[src/sv/mdp_pkg.sv]
// Shared constants for the disjoint palindrome counter.
package mdp_pkg;

    localparam int MAX_LEN_DEF = 256;
    localparam int CHAR_W      = 8;
    localparam int MINLEN_W    = 9;
    localparam int COUNT_W     = 9;
    localparam int COUNT_MAX   = 511;
    localparam logic [MINLEN_W-1:0] MINLEN_RST = MINLEN_W'(1);

endpackage

[src/sv/mdp_ram.sv]
// Simple dual-port synchronous RAM with registered read data.
module mdp_ram
    import mdp_pkg::*;
#(
    parameter int WIDTH = 8,
    parameter int DEPTH = MAX_LEN_DEF,
    localparam int AW   = (DEPTH > 1) ? $clog2(DEPTH) : 1
)
(
    input  logic             clk,
    input  logic             we,
    input  logic [AW-1:0]    waddr,
    input  logic [WIDTH-1:0] wdata,
    input  logic [AW-1:0]    raddr,
    output logic [WIDTH-1:0] rdata
);

    logic [WIDTH-1:0] mem [DEPTH];

    always_ff @(posedge clk)
    begin
        if (we)
        begin
            mem[waddr] <= wdata;
        end
    end

    always_ff @(posedge clk)
    begin
        rdata <= mem[raddr];
    end

endmodule

[src/sv/mdp_solver.sv]
// Closing pass: palindrome rows built right to left, fused with the count DP.
module mdp_solver
    import mdp_pkg::*;
#(
    parameter int MAX_LEN = MAX_LEN_DEF,
    localparam int AW  = (MAX_LEN > 1) ? $clog2(MAX_LEN) : 1,
    localparam int LW  = $clog2(MAX_LEN + 1),
    localparam int CW  = LW,
    localparam int OW  = ((LW > MINLEN_W) ? LW : MINLEN_W) + 1
)
(
    input  logic                clk,
    input  logic                rst_n,
    input  logic                go,
    input  logic [LW-1:0]       n,
    input  logic [MINLEN_W-1:0] k,
    output logic [AW-1:0]       text_raddr,
    input  logic [CHAR_W-1:0]   text_rdata,
    output logic                done,
    output logic [CW-1:0]       result
);

    typedef enum logic [4:0] {
        S_IDLE  = 5'b00001,
        S_ROW   = 5'b00010,
        S_DRAIN = 5'b00100,
        S_BRD   = 5'b01000,
        S_BWR   = 5'b10000
    } state_t;

    state_t                state_reg;
    logic [AW-1:0]         i_reg;
    logic [AW-1:0]         j_reg;
    logic [AW-1:0]         jd_reg;
    logic                  v_reg;
    logic [CHAR_W-1:0]     si_reg;
    logic                  hit_reg;
    logic [AW-1:0]         jh_reg;
    logic [OW-1:0]         lo_reg;
    logic [LW-1:0]         n_reg;
    logic [MINLEN_W-1:0]   k_reg;
    logic                  bank_reg;
    logic [CW-1:0]         pbest_reg;
    logic                  done_reg;
    logic [CW-1:0]         res_reg;

    logic [CHAR_W-1:0]     sv;
    logic [AW-1:0]         dif;
    logic                  rd_a;
    logic                  rd_b;
    logic                  prev_rd;
    logic                  pbit;
    logic                  hit_now;
    logic [LW-1:0]         jh1;
    logic [CW-1:0]         best_rd;
    logic [CW-1:0]         bval;
    logic [CW-1:0]         take;
    logic [CW-1:0]         best_i;
    logic [AW-1:0]         prev_addr;

    always_comb
    begin
        sv        = (jd_reg == i_reg) ? text_rdata : si_reg;
        dif       = jd_reg - i_reg;
        prev_rd   = bank_reg ? rd_a : rd_b;
        pbit      = (text_rdata == sv) && ((dif < AW'(2)) || prev_rd);
        hit_now   = v_reg && pbit && !hit_reg && (OW'(jd_reg) >= lo_reg);
        prev_addr = j_reg - AW'(1);
        jh1       = LW'(jh_reg) + LW'(1);
        bval      = (jh1 == n_reg) ? '0 : best_rd;
        take      = bval + CW'(1);
        if (hit_reg && (take > pbest_reg))
        begin
            best_i = take;
        end
        else
        begin
            best_i = pbest_reg;
        end
    end

    assign text_raddr = j_reg;

    // Ping-pong row banks: current row written, previous row read.
    mdp_ram #(.WIDTH(1), .DEPTH(MAX_LEN)) u_row_a
    (
        .clk   (clk),
        .we    (v_reg && !bank_reg),
        .waddr (jd_reg),
        .wdata (pbit),
        .raddr (prev_addr),
        .rdata (rd_a)
    );

    mdp_ram #(.WIDTH(1), .DEPTH(MAX_LEN)) u_row_b
    (
        .clk   (clk),
        .we    (v_reg && bank_reg),
        .waddr (jd_reg),
        .wdata (pbit),
        .raddr (prev_addr),
        .rdata (rd_b)
    );

    mdp_ram #(.WIDTH(CW), .DEPTH(MAX_LEN)) u_best
    (
        .clk   (clk),
        .we    (state_reg == S_BWR),
        .waddr (i_reg),
        .wdata (best_i),
        .raddr (jh1[AW-1:0]),
        .rdata (best_rd)
    );

    always_ff @(posedge clk or negedge rst_n)
    begin
        if (!rst_n)
        begin
            state_reg <= S_IDLE;
            v_reg     <= 1'b0;
            hit_reg   <= 1'b0;
            done_reg  <= 1'b0;
            bank_reg  <= 1'b0;
        end
        else
        begin
            done_reg <= 1'b0;
            v_reg    <= 1'b0;
            if (v_reg)
            begin
                if (jd_reg == i_reg)
                begin
                    si_reg <= text_rdata;
                end
                if (hit_now)
                begin
                    hit_reg <= 1'b1;
                    jh_reg  <= jd_reg;
                end
            end
            unique case (state_reg)
                S_IDLE:
                begin
                    if (go)
                    begin
                        n_reg     <= n;
                        k_reg     <= k;
                        pbest_reg <= '0;
                        if (OW'(k) > OW'(n))
                        begin
                            done_reg <= 1'b1;
                            res_reg  <= '0;
                        end
                        else
                        begin
                            i_reg     <= AW'(n - LW'(1));
                            j_reg     <= AW'(n - LW'(1));
                            hit_reg   <= 1'b0;
                            lo_reg    <= OW'(n) + OW'(k) - OW'(2);
                            bank_reg  <= 1'b0;
                            state_reg <= S_ROW;
                        end
                    end
                end
                S_ROW:
                begin
                    v_reg  <= 1'b1;
                    jd_reg <= j_reg;
                    if (LW'(j_reg) == n_reg - LW'(1))
                    begin
                        state_reg <= S_DRAIN;
                    end
                    else
                    begin
                        j_reg <= j_reg + AW'(1);
                    end
                end
                S_DRAIN:
                begin
                    state_reg <= S_BRD;
                end
                S_BRD:
                begin
                    state_reg <= S_BWR;
                end
                S_BWR:
                begin
                    pbest_reg <= best_i;
                    if (i_reg == '0)
                    begin
                        done_reg  <= 1'b1;
                        res_reg   <= best_i;
                        state_reg <= S_IDLE;
                    end
                    else
                    begin
                        i_reg     <= i_reg - AW'(1);
                        j_reg     <= i_reg - AW'(1);
                        hit_reg   <= 1'b0;
                        lo_reg    <= OW'(i_reg) + OW'(k_reg) - OW'(2);
                        bank_reg  <= !bank_reg;
                        state_reg <= S_ROW;
                    end
                end
                default:
                begin
                    state_reg <= S_IDLE;
                end
            endcase
        end
    end

    assign done   = done_reg;
    assign result = res_reg;

    a_pipe_from_row: assert property (@(posedge clk) disable iff (!rst_n)
        v_reg |-> $past(state_reg == S_ROW))
        else $error("row pipeline stage valid without an issue");

    a_hit_in_row: assert property (@(posedge clk) disable iff (!rst_n)
        hit_reg |-> (jh_reg >= i_reg))
        else $error("palindrome end before its start");

    a_done_idle: assert property (@(posedge clk) disable iff (!rst_n)
        done_reg |-> (state_reg == S_IDLE))
        else $error("result issued while still solving");

    a_write_after_read: assert property (@(posedge clk) disable iff (!rst_n)
        (state_reg == S_BWR) |-> $past(state_reg == S_BRD))
        else $error("count written without its read");

endmodule

[config.mk]
export PLATFORM = sky130hd
export DESIGN_NAME = mdp_solver
export DESIGN_NICKNAME = d
export VERILOG_FILES = /design/src/sv/mdp_pkg.sv /design/src/sv/mdp_ram.sv /design/src/sv/mdp_solver.sv
export SDC_FILE = /design/constraint.sdc
export NUM_CORES = 2
export LEC_CHECK = 0
export BUFFER_PORTS_ARGS = -buffer_cell sky130_fd_sc_hd__buf_2
export CORE_MARGIN = 3
export CORE_UTILIZATION = 55
export CTS_CLUSTER_DIAMETER = 200
export DETAILED_ROUTE_END_ITERATION = 8
export PLACE_DENSITY = 0.79
export SYNTH_ARGS = -nofsm -noshare
export SYNTH_HDL_FRONTEND = slang
export SYNTH_SLANG_ARGS = --single-unit
[constraint.sdc]
create_clock -name clk -period 26.6 [get_ports clk]
set_input_delay 2.66 -clock clk [delete_from_list [all_inputs] [get_ports clk]]
set_output_delay 2.66 -clock clk [all_outputs]
set_load 0.03 [all_outputs]
==> impl_results.md <==
* Vias per cell at 6.83
* Period utilisation layout at 0.280
* DR DRC count at 0
* Die area at 219000 um2
* Iteration-0 DRC Markers at 9396
* Total grt overflow at 0
* Die W at 468 um
* Clock Path Buffers at 4
* Worst r2r src: jh_reg[0]
* Run status: finished, final reports clean
* # fillers at 13745
* TritonCTS clock tree: done
* Fin Hold WS at 0.525 ns
* Root Buffer: clkbuf_16
* Synth warnings at 0
* Nets at 6025
* Final Hold Vio Count at 0
* Share of cells above drive strength 1 at 0.237
* Die Height at 468 um
* Post_cts resized at 0
* Crit path launch type: flop
* Clock latency on the worst-skew pair at 0.94 ns
* Post-CTS Setup Bufs at 0
* Vias in the first global route at 62385
* Via count at 61083
* Post-synth EDFFs at 2902
* Tot GR Track Use at 0.275
* Max-Cap Viols at 0
* Detailed Place HPWL at 158000 um
* H-tree depth at 5
* Final Non-Filler Cells at 8944
* Synth area leaders: edfxtp_1 (74%), mux4_2 (17%), nor2_1 (2.6%), ha_1 (0.82%), clkbuf_1 (0.75%)
* Mapped Area at 118000 um2
* ANT nets after route at 0
* Area share of the largest cell type after synthesis at 0.741
* Row count at 169
* Clock skew at 0.104 ns
* Slew HR at 0.0869
* Setup TNS at 0 ns
* Max reg flops at 2304
* Largest regs: u_best.mem x2304, u_row_a.mem x256, u_row_b.mem x256
* Netlist cell types at 63
* Critical path class: reg2reg
* Placed insts at 8439
* Leakage at 41.1 nW
* R2r endpoint: u_best.mem[244][2]
* Average wire per standard cell at 33.5 um
* Synthesis-stage register bit count at 2922
* Setup violators final at 0
* Clock transition at the registers of the reported paths at 0.06 ns
* Multi-input logic area at 28400 um2
* Register area share after synthesis at 0.745
* Worst setup EP type: flop
* Worst Min Path Start: state_reg[2]
* Core ar. at 212000 um2
* Syn nets at 5938
* Ys async rst share at 0.00308
* TritonRoute pass-1 iters at 6
* Critical path data arrival time at 7.95 ns
* Ys flop type: edfxtp_1
* Sequential cell area at 87600 um2
* Final critical-path required period at 7.45 ns
* Hold Crit Depth at 1
* Min-Delay Path Class: reg2reg
* Critical path fanouts, max at 112
* Pwr per Cell Area at 76.2 nW/um2
* Largest net degree at the start of global routing at 353
* Area grow syn2layout at 10.5%
* Fin. max-slew vios at 0
* CTS Hold Buffers Added at 0
* Post-Syn Instances at 5829
* Unrepaired setup endpoints after global routing: no
* Buffers on Ports at 46
* Clk sinks at 2922
* Aggregate routed wire length at 300000 um
* Gpl congestion at 0.843
* Final core occ at 0.612
* Initial antenna violation count at 7
* Starting density of the core at 0.554
* Fmax at 134 MHz
* Hold path endpoint: state_reg[4]
* Worst ir drop on vdd at 64.8 uV
* Most flops, register: u_best.mem
* Reg2reg path depth at 21
* Num ports at 47
* First-pass GRT wire length at 436000 um
* Flop2flop setup slack at 19.15 ns
* Worst Path Required at 27.10 ns
* Transition time of the tightest slew-check pin at 1.36 ns
* Total Power at 9.91 mW
* Syn Area/Cell at 20.2 um2
* Num CTS Buffers at 296
* Area leader, netlist: edfxtp_1
-- worst max-delay path: stages, from the launching register on --
cell	delay (ns)
edfxtp_1	0.52
ha_4	0.25
nand3_1	0.12
xor2_1	0.53
xnor2_1	0.13
nor3_1	0.27
o2111a_1	0.52
nor2b_1	0.21
ha_1	0.28
nand3_1	0.11
nor2_1	0.08
xnor2_1	0.12
nor2_1	0.19
ha_1	0.28
and3_1	0.19
nand4_1	0.09
o211ai_1	0.09
a31o_2	0.40
nand2_1	0.18
o21a_4	0.56
buf_4	0.76
buf_4	0.96
-- where the power goes --
part / switching [mW] / internal [mW]
Sequential: 0.0373 / 5.13
Clock: 1.73 / 2.33
Combinational: 0.466 / 0.221
-- synth_stat cells (15+ instances only) --
library cell	count
mux4_2	862
buf_2	69
nand2_1	159
a221oi_1	36
edfxtp_1	2902
xnor2_1	45
nor2b_1	16
a22o_1	36
o21ai_0	23
nand3_1	57
buf_4	15
buf_6	16
ha_1	77
nor3_1	17
mux2_2	16
buf_1	15
o22ai_1	25
xor2_1	36
a21oi_1	40
nor2_1	823
and3_1	16
nand4_1	19
mux2i_1	17
clkbuf_1	234
inv_1	98
-- how the worst max path moves through the flow --
| stage | start | to | slack, ns | depth (start not counted) |
|---|---|---|---|---|
| floorplan | text_rdata[0] | u_row_a.mem[0] | 6.81 | 4 |
| global placement | jh_reg[0] | u_best.mem[226][2] | 19.76 | 19 |
| detailed placement | jh_reg[0] | u_best.mem[237][2] | 19.48 | 17 |
| CTS | jh_reg[0] | u_best.mem[244][2] | 19.27 | 21 |
| global route | jh_reg[0] | u_best.mem[244][2] | 18.72 | 21 |
| finish | jh_reg[0] | u_best.mem[244][2] | 19.15 | 21 |
-- logic make-up after synthesis --
group / share of synthesized area
AOI/OAI and AO/OA: 0.0146
xor gates and xnor gates: 0.00637
adders and majority gates: 0.00870
buffers and inverters: 0.0169
DFF: 0.745
muxes: 0.168
and+or+nand+nor: 0.0403
-- layer usage --
| metal | vias to the layer above | track usage | wire length [um] |
|---|---|---|---|
| li1 | 23752 | - | - |
| met1 | 31667 | 0.364 | 102000 |
| met2 | 4789 | 0.434 | 145000 |
| met3 | 869 | 0.0804 | 38100 |
| met4 | 6 | 0.115 | 13800 |
| met5 | - | 0 | 48 |
-- per-stage QoR --
step / setup slack [ns] / instance area [um2]
final: 19.15 / 130000
after global routing: 18.72 / 130000
after CTS: 19.27 / 130000
after detailed placement: 19.48 / 121000
after global placement: 19.76 / 121000
after floorplan: 6.81 / 118000
-- layout make-up --
cell class / count / area share
sequential: 2922 / 0.674
timing repair buffer: 142 / 0.00779
multi-input combinational: 2456 / 0.218
inverter: 98 / 0.00283
tap: 2821 / 0.0271
clock buffer: 368 / 0.0602
antenna: 3 / 0.0000577
clock inverter: 134 / 0.0102
-- cells in the final DEF (no fill, tap or decap), drive strengths merged, types with 10 or more instances in the layout --
cell,instances
nand2,159
nor2,823
a221oi,39
buf,142
a21o,10
edfxtp,2902
o22ai,25
xnor2,45
mux4,864
or2,11
nand3,57
and3,16
a22o,36
dfxtp,11
inv,104
mux2i,17
o21ai,23
ha,77
clkbuf,368
xor2,37
a21oi,40
clkinv,92
nand4,19
nor2b,16
bufinv,25
mux2,16
and2,12
a31oi,12
nor3,17
clkinvlp,11
Power figures use the tool's default switching activity.
